$ cat src/assert_macros.svh
// Assertion macros used by the top-level RTL file of the escape decoder.
// No dependencies; simulation gets the checks, synthesis gets empty bodies.
`ifndef ASSERT_MACROS_SVH
`define ASSERT_MACROS_SVH
`ifndef SYNTHESIS
// Property must hold at every clock edge outside reset.
`define BED_ASSERT(lbl, clk, rstn, prop) \
  lbl: assert property (@(posedge clk) disable iff (!rstn) prop) \
    else $error("bed assertion failed");
// Condition must never be true outside reset.
`define BED_ASSERT_NEVER(lbl, clk, rstn, cond) \
  lbl: assert property (@(posedge clk) disable iff (!rstn) !(cond)) \
    else $error("bed forbidden condition seen");
`else
`define BED_ASSERT(lbl, clk, rstn, prop)
`define BED_ASSERT_NEVER(lbl, clk, rstn, cond)
`endif
`endif

$ cat src/bed_pkg.sv
// Package of the backslash escape decoder: byte codes, escape phase type,
// decoded burst struct and the escape character table. No dependencies.
package bed_pkg;

  localparam int unsigned ByteW   = 8;
  localparam int unsigned MaxOut  = 4;
  localparam int unsigned CntW    = $clog2(MaxOut + 1);
  localparam int unsigned IdxW    = $clog2(MaxOut);

  localparam logic [ByteW-1:0] CH_NUL   = 8'h00;
  localparam logic [ByteW-1:0] CH_DQ    = 8'h22;
  localparam logic [ByteW-1:0] CH_SQ    = 8'h27;
  localparam logic [ByteW-1:0] CH_BSL   = 8'h5C;
  localparam logic [ByteW-1:0] CH_ZERO  = 8'h30;
  localparam logic [ByteW-1:0] CH_THREE = 8'h33;
  localparam logic [ByteW-1:0] CH_QMARK = 8'h3F;
  localparam logic [ByteW-1:0] CH_ESC   = 8'h1B;

  typedef enum logic [1:0] {
    PH_IDLE  = 2'd0,  // no escape pending
    PH_BSL   = 2'd1,  // after backslash
    PH_ZERO  = 2'd2,  // after backslash 0
    PH_ZERO3 = 2'd3   // after backslash 0 3
  } bed_phase_t;

  typedef struct packed {
    logic [CntW-1:0]              cnt;    // number of result bytes
    logic [MaxOut-1:0][ByteW-1:0] bytes;  // result bytes, index 0 first
    logic                         last;   // final byte is the terminator
  } bed_burst_t;

  // Decoded value of a known escape character, zero when unknown.
  function automatic logic [ByteW-1:0] map_escape(input logic [ByteW-1:0] ch);
    logic [ByteW-1:0] res;
    case (ch)
      8'h61:   res = 8'h07;    // a
      8'h62:   res = 8'h08;    // b
      8'h66:   res = 8'h0C;    // f
      8'h6E:   res = 8'h0A;    // n
      8'h72:   res = 8'h0D;    // r
      8'h74:   res = 8'h09;    // t
      8'h76:   res = 8'h0B;    // v
      CH_BSL:  res = CH_BSL;
      CH_SQ:   res = CH_SQ;
      CH_DQ:   res = CH_DQ;
      CH_QMARK: res = CH_QMARK;
      8'h65:   res = CH_ESC;   // e
      default: res = CH_NUL;
    endcase
    return res;
  endfunction

endpackage

$ cat src/bed_decode.sv
// Combinational decode of one byte against the escape/quote state.
// Depends on bed_pkg.
module bed_decode
  import bed_pkg::*;
(
  input  logic [ByteW-1:0] byte_i,
  input  logic             quotes_i,
  input  bed_phase_t       phase_i,
  output bed_burst_t       burst_o,
  output logic             quotes_nxt_o,
  output bed_phase_t       phase_nxt_o
);

  logic [ByteW-1:0] mapped;
  logic             pl_emit;
  logic             pl_last;
  logic             pl_quotes;
  bed_phase_t       pl_phase;
  logic [CntW-1:0]  pfx;       // held bytes flushed before the plain byte
  logic             use_plain;

  assign mapped = map_escape(byte_i);

  // Ordinary handling of the byte with no escape pending.
  always_comb begin
    pl_emit   = 1'b0;
    pl_last   = 1'b0;
    pl_quotes = quotes_i;
    pl_phase  = PH_IDLE;
    if (byte_i == CH_NUL) begin
      pl_emit   = 1'b1;
      pl_last   = 1'b1;
      pl_quotes = 1'b0;
    end else if (byte_i == CH_DQ) begin
      pl_quotes = ~quotes_i;
    end else if (byte_i == CH_BSL && !quotes_i) begin
      pl_phase = PH_BSL;
    end else begin
      pl_emit = 1'b1;
    end
  end

  always_comb begin
    pfx          = '0;
    use_plain    = 1'b0;
    quotes_nxt_o = quotes_i;
    phase_nxt_o  = PH_IDLE;
    burst_o.bytes = {CH_NUL, CH_THREE, CH_ZERO, CH_BSL};
    burst_o.cnt   = '0;
    burst_o.last  = 1'b0;
    case (phase_i)
      PH_BSL: begin
        if (byte_i == CH_NUL) begin
          use_plain = 1'b1;
        end else if (byte_i == CH_ZERO) begin
          phase_nxt_o = PH_ZERO;
        end else if (mapped != CH_NUL) begin
          burst_o.bytes[0] = mapped;
          burst_o.cnt      = CntW'(1);
        end else begin
          pfx       = CntW'(1);
          use_plain = 1'b1;
        end
      end
      PH_ZERO: begin
        if (byte_i == CH_THREE) begin
          phase_nxt_o = PH_ZERO3;
        end else begin
          pfx       = CntW'(2);
          use_plain = 1'b1;
        end
      end
      PH_ZERO3: begin
        if (byte_i == CH_THREE) begin
          burst_o.bytes[0] = CH_ESC;
          burst_o.cnt      = CntW'(1);
        end else begin
          pfx       = CntW'(3);
          use_plain = 1'b1;
        end
      end
      default: begin
        use_plain = 1'b1;
      end
    endcase

    if (use_plain) begin
      quotes_nxt_o = pl_quotes;
      phase_nxt_o  = pl_phase;
      burst_o.cnt  = pfx + CntW'(pl_emit);
      burst_o.last = pl_last;
      burst_o.bytes[pfx[IdxW-1:0]] = byte_i;
    end
  end

endmodule

$ cat src/bed_emit.sv
// Result buffer: holds one decoded burst and drains it one byte per transaction.
// Depends on bed_pkg.
module bed_emit
  import bed_pkg::*;
(
  input  logic             clk,
  input  logic             rst_n,
  input  logic             load_i,
  input  bed_burst_t       burst_i,
  output logic             free_o,
  output logic             out_tvalid,
  input  logic             out_tready,
  output logic [ByteW-1:0] out_tdata,
  output logic             out_tlast
);

  logic [MaxOut-1:0][ByteW-1:0] bytes_r;
  logic                         last_r;
  logic [CntW-1:0]              rem_r, rem_nxt;
  logic [IdxW-1:0]              idx_r, idx_nxt;
  logic                         xfer;

  assign out_tvalid = (rem_r != '0);
  assign xfer       = out_tvalid && out_tready;
  assign free_o     = (rem_r == '0) || (rem_r == CntW'(1) && out_tready);
  assign out_tdata  = bytes_r[idx_r];
  assign out_tlast  = last_r && (rem_r == CntW'(1));

  always_comb begin
    rem_nxt = rem_r;
    idx_nxt = idx_r;
    if (load_i) begin
      rem_nxt = burst_i.cnt;
      idx_nxt = '0;
    end else if (xfer) begin
      rem_nxt = rem_r - CntW'(1);
      idx_nxt = idx_r + IdxW'(1);
    end
  end

  always_ff @(posedge clk) begin
    if (!rst_n) begin
      rem_r <= '0;
      idx_r <= '0;
    end else begin
      rem_r <= rem_nxt;
      idx_r <= idx_nxt;
    end
  end

  always_ff @(posedge clk) begin
    if (load_i) begin
      bytes_r <= burst_i.bytes;
      last_r  <= burst_i.last;
    end
  end

endmodule

$ cat src/backslash_escape_decoder.sv
// Top level of the backslash escape decoder: input register, state and result buffer.
// Depends on bed_pkg, bed_decode, bed_emit and assert_macros.svh.
//
// Usage:
//   Input channel in_*: one string byte per transaction in in_tdata. A zero byte
//   ends the string; it comes out as the final result with out_tlast high and it
//   clears the quote and escape state. Double quotes toggle quoted mode and are
//   dropped; outside quotes backslash escapes are decoded (C letters, \e, \033).
//   Output channel out_*: one decoded byte per transaction, out_tlast marks the
//   terminator. One input byte gives zero to four output bytes.
//   Path: a byte accepted on in_* is registered in the input register, decoded
//   and loaded into the result buffer once it is free; out_* takes its results there.
//   Throughput (out_tready high): one byte per cycle while each byte gives at most
//   one result. A byte that flushes a broken escape gives up to four results,
//   drained one per cycle from the buffer; in_tready drops once a byte waits behind.
//   Stall: with out_tready low the result buffer holds, the input register
//   fills, and then in_tready falls. Nothing is lost or repeated.
//   Reset: rst_n low (synchronous) empties both registers, leaves quoted mode
//   and drops any pending escape.
`include "assert_macros.svh"

module backslash_escape_decoder
  import bed_pkg::*;
(
  input  logic             clk,
  input  logic             rst_n,
  input  logic             in_tvalid,
  output logic             in_tready,
  input  logic [ByteW-1:0] in_tdata,    // [7:0] in_byte
  output logic             out_tvalid,
  input  logic             out_tready,
  output logic [ByteW-1:0] out_tdata,   // [7:0] out_byte
  output logic             out_tlast    // last
);

  // Input register stage.
  logic             s1_valid_r, s1_valid_nxt;
  logic [ByteW-1:0] s1_byte_r;
  // Quote / escape state, updated when the registered byte is decoded.
  logic             quotes_r, quotes_nxt;
  bed_phase_t       phase_r, phase_nxt;

  bed_burst_t dec_burst;
  logic       buf_free;
  logic       s1_adv;     // registered byte moves into the result buffer
  logic       in_xfer;

  assign s1_adv    = s1_valid_r && buf_free;
  assign in_tready = !s1_valid_r || buf_free;
  assign in_xfer   = in_tvalid && in_tready;

  always_comb begin
    s1_valid_nxt = s1_valid_r;
    if (in_xfer) begin
      s1_valid_nxt = 1'b1;
    end else if (s1_adv) begin
      s1_valid_nxt = 1'b0;
    end
  end

  bed_decode u_decode (
    .byte_i       (s1_byte_r),
    .quotes_i     (quotes_r),
    .phase_i      (phase_r),
    .burst_o      (dec_burst),
    .quotes_nxt_o (quotes_nxt),
    .phase_nxt_o  (phase_nxt)
  );

  always_ff @(posedge clk) begin
    if (!rst_n) begin
      s1_valid_r <= 1'b0;
      quotes_r   <= 1'b0;
      phase_r    <= PH_IDLE;
    end else begin
      s1_valid_r <= s1_valid_nxt;
      if (s1_adv) begin
        quotes_r <= quotes_nxt;
        phase_r  <= phase_nxt;
      end
    end
  end

  always_ff @(posedge clk) begin
    if (in_xfer) begin
      s1_byte_r <= in_tdata;
    end
  end

  bed_emit u_emit (
    .clk        (clk),
    .rst_n      (rst_n),
    .load_i     (s1_adv),
    .burst_i    (dec_burst),
    .free_o     (buf_free),
    .out_tvalid (out_tvalid),
    .out_tready (out_tready),
    .out_tdata  (out_tdata),
    .out_tlast  (out_tlast)
  );

  // A terminator leaves no quote or escape state behind.
  `BED_ASSERT(a_term_clears, clk, rst_n,
    (s1_adv && s1_byte_r == CH_NUL) |=> (!quotes_r && phase_r == PH_IDLE))
  // The terminator result always carries a zero byte.
  `BED_ASSERT_NEVER(a_last_nonzero, clk, rst_n,
    out_tvalid && out_tlast && out_tdata != CH_NUL)
  // A decoded byte that yields results shows them on the next cycle.
  `BED_ASSERT(a_burst_shown, clk, rst_n,
    (s1_adv && dec_burst.cnt != '0) |=> out_tvalid)
  // Quoted mode never coexists with a pending escape.
  `BED_ASSERT_NEVER(a_quote_escape, clk, rst_n,
    quotes_r && phase_r != PH_IDLE)

endmodule
$ cat config.mk
export PLATFORM = sky130hd
export DESIGN_NAME = backslash_escape_decoder
export DESIGN_NICKNAME = d
export VERILOG_FILES = /design/src/bed_pkg.sv /design/src/bed_decode.sv /design/src/bed_emit.sv /design/src/backslash_escape_decoder.sv
export VERILOG_INCLUDE_DIRS = /design/src /design/src/src
export SDC_FILE = /design/constraint.sdc
export NUM_CORES = 1
export LEC_CHECK = 0
export BUFFER_PORTS_ARGS = -buffer_cell sky130_fd_sc_hd__buf_2
export CAP_MARGIN = 15
export CORE_MARGIN = 4
export CORE_UTILIZATION = 40
export CTS_CLUSTER_DIAMETER = 100
export DETAILED_ROUTE_END_ITERATION = 16
export GPL_TIMING_DRIVEN = 0
export HOLD_SLACK_MARGIN = 0.12
export SLEW_MARGIN = 20
export SYNTH_ARGS = -nofsm -noshare
export SYNTH_HDL_FRONTEND = slang
export SYNTH_HIERARCHICAL = 1
export SYNTH_SLANG_ARGS = --single-unit
$ cat constraint.sdc
create_clock -name clk -period 3.12 [get_ports clk]
set_input_delay 0.156 -clock clk [delete_from_list [all_inputs] [get_ports clk]]
set_output_delay 0.156 -clock clk [all_outputs]
set_load 0.005 [all_outputs]
==> reports/metrics.yaml <==
finish:
  fin_area_sq_um: 3258
  diodes: 0
  layout_common_cells: "41 x edfxtp_1, 25 x buf_2, 24 x nor2_1"
  syn_to_final_growth_pct: 14.87
  layout_commonest_cell: "edfxtp_1"
  post_route_cells_drive_above_1_share_pct: 17.75
  num-nets-final: 313
placed_design:
  place_congestion: 0.8057
  portBuffers: 22
  placed_area_sq_um: 3067
  hpwl_um: 3965
setup_path:
  crit_end: "u_emit/rem_r[1]"
  path_depth: 13
  slowest_stage: "edfxtp_1"
  rr_startpoint: "s1_byte_r[7]"
  path_buf_inv: 2
  start_kind: "flip-flop"
  timing.rr.end: "u_emit/rem_r[1]"
  crit_fanout: 10
  slowest_delay_ps: 560
  required_ps: 3320
  reg2reg_slack_ps: 190
  crit_path_start: "s1_byte_r[7]"
  arrival_ps: 3130
  end_kind: "flip-flop"
  critPathKind: "reg -> reg"
  rr_worst_depth: 13
  critical-path-top-delay-family: "simple AND/OR/NAND/NOR gates"
  path_cells: "and4bb_4 > and3_1 > buf_2 > or3_4 > nor3_2 > buf_6 > nor2_1 > nor2_1 > ha_1 > ha_1 > nor2b_1 > nand3_1 > o31ai_1"
drt:
  via_count: 2003
  wirelength_um: 5644
  final_antenna_net_count: 0
  drc: 0
  drtIter0Drc: 142
  dr.pass1.iters: 4
  post_drt_via_cell_ratio: 5.149
  wl_per_cell_um: 14.51
timing:
  rsz0062_at_grt: "false"
  finalCritPeriodShare_pct: 93.90
  finalSetupViolations: 0
  relSlewSlack_pct: 53.75
  fin_crit_ps: 2930
  fmax_mhz: 341.3
  fin_worst_skew_ps: 5.494
  slew_violations: 0
  tns_ps: 0
  worst_slew_pin_slew_ps: 691.1
  hold_viol_final: 0
global_route:
  grt_pass1_wl_um: 9515
  grt_max_degree: 39
  grt_pass1_vias: 1935
  gr-usage-met2_pct: 22.51
  grt.overflow.total: 0
  top_usage_layer: "met2"
  use_met3_pct: 2.789
  antenna_found_initial: 0
  use_met1_pct: 19.75
  grt_use_total_pct: 14.29
clock_network:
  cts_tree: "done"
  numCtsBuffers: 5
  cts_buffer_depth: 2
  cts_root_buf: "clkbuf_8"
  htreeDepth: 2
  clkLatencyLatePin_ps: 310
  cts_sinks: 50
  clk_pin_slew_worst_paths_ps: 90
synth:
  async_flop_share_pct: 0
  synth_edf_count: 41
  postSynthAreaPerCell_sq_um: 11.21
  synth_top_flop_cell: "edfxtp_1"
  syn-num-nets: 274
  synth_area_leaders: "edfxtp_1 43%, dfxtp_1 6.4%, mux4_1 5.6%"
  syn_inst: 253
  synth_cell_types: 51
  netlist.area_leader.share_pct: 43.41
  synth.cell_area_sq_um: 2836
  ys_warn_count: 6
  yosys.area.top_type: "edfxtp_1"
  yosys_register_bits: 50
  yosysSeqAreaShare_pct: 49.76
floorplanning:
  dieWidth_um: 92.21
  die_height_um: 92.21
  num_rows: 30
  ios: 23
  die-area_sq_um: 8503
  start_util_pct: 41.52
  fp.coreArea_sq_um: 6832
power_and_ir_drop:
  power.density_nw_per_um2: 521.7
  ir_drop_v: 0.0002409
  p_leak_nw: 1.181
min_path:
  min_path_type: "in -> reg"
run:
  cap_violations: 0
run_status:
  status: "completed"
worst min path at each step:
stage | slack, ps | endpoint | cells after the start | startpoint
floorplan | 250 | s1_byte_r[0] | 0 | in_tdata[0]
global placement | 330 | s1_byte_r[1] | 1 | in_tdata[1]
detailed placement | 330 | s1_byte_r[7] | 1 | in_tdata[7]
CTS | 160 | u_emit/idx_r[0] | 3 | out_tready
global route | 180 | s1_valid_r | 2 | rst_n
finish | 170 | u_emit/idx_r[0] | 3 | out_tready
where the power goes:
| part | internal, W | switching, W | total (W) |
|---|---|---|---|
| clock | 0.000161 | 0.000232 | 0.000392 |
| sequential | 0.000834 | 0.0000387 | 0.000873 |
| combinational | 0.000188 | 0.000247 | 0.000435 |
| total | 0.00118 | 0.000517 | 0.00170 |
logic make-up after synthesis:
| family | synth area share (%) |
|---|---|
| and+or+nand+nor | 23.95 |
| xor gates and xnor gates | 0.9265 |
| AOI/OAI and AO/OA | 10.06 |
| buffers and inverters | 3.837 |
| DFF | 49.76 |
| adders and majority gates | 3.970 |
| muxes | 7.499 |
synthesized netlist by cell type (2+ instances only):
library cell	count
edfxtp_1	41
nor2_1	24
nand2b_1	13
and2_1	12
and3_1	12
nand2_1	12
o21ai_0	12
dfxtp_1	9
ha_1	9
inv_1	9
nor2b_1	8
a21oi_1	7
a31oi_1	7
clkbuf_1	6
mux4_1	6
nand3_1	6
nor3_1	6
nand4_1	4
o21ai_1	4
o31ai_1	4
buf_2	3
a21o_1	2
buf_6	2
mux4_2	2
nand4bb_1	2
nor3_2	2
nor4_1	2
o211ai_1	2
or3_1	2
xnor2_1	2
layout make-up:
| cell class | count | area (sq um) |
|---|---|---|
| Buffer | 12 | 66.31 |
| Timing Repair Buffer | 32 | 207.7 |
| Multi-Input combinational cell | 180 | 1316 |
| Inverter | 11 | 43.79 |
| Clock inverter | 3 | 23.77 |
| Sequential cell | 50 | 1411 |
| Fill cell | 648 | 3573 |
| Clock buffer | 5 | 68.82 |
| Tap cell | 96 | 120.1 |
tightest hold or removal path, cell delays in order:
cell and delay (ps):
buf_2 140, nand3_1 90, a21oi_1 60
per-stage QoR:
stage / instances / power, W / util (%) / setup slack [ps] / hold slack (ps)
finish: 389 / 0.001700 / 47.69 / 190.2 / 170.2
global route: 389 / 0.001808 / 47.69 / 8.591 / 182.5
CTS: 388 / 0.001718 / 47.56 / 156.4 / 162.2
detailed placement: 371 / 0.001316 / 44.89 / 175.7 / 334.1
global placement: 371 / 0.001311 / 44.89 / 191.6 / 332.1
floorplan: 253 / 0.001182 / - / 420.4 / 254.9
what timing repair did:
action                                  in CTS  in global routing
endpoints found under the setup margin       0                  2
buffers inserted                             0                  1
gates resized for setup                      0                  2
hold buffers                                 9                  0
endpoints found under the hold margin        9                  0
flip-flops by register name (all words and copies together) (netlist names):
name,flops
phase_r,2
quotes_r,1
s1_byte_r,8
s1_valid_r,1
u_emit/bytes_r,32
u_emit/idx_r,2
u_emit/last_r,1
u_emit/rem_r,3
per-layer routing:
| layer | part of all wire, % | up-vias | routed length (um) |
|---|---|---|---|
| met1 | 48 | 935 | 2707 |
| met3 | 4.6 | 7 | 262 |
| met5 | 0 | - | 0 |
| met2 | 46 | 44 | 2600 |
| met4 | 1.3 | 0 | 74 |
| li1 | - | 1017 | - |
(Power assumes the default switching activity.)
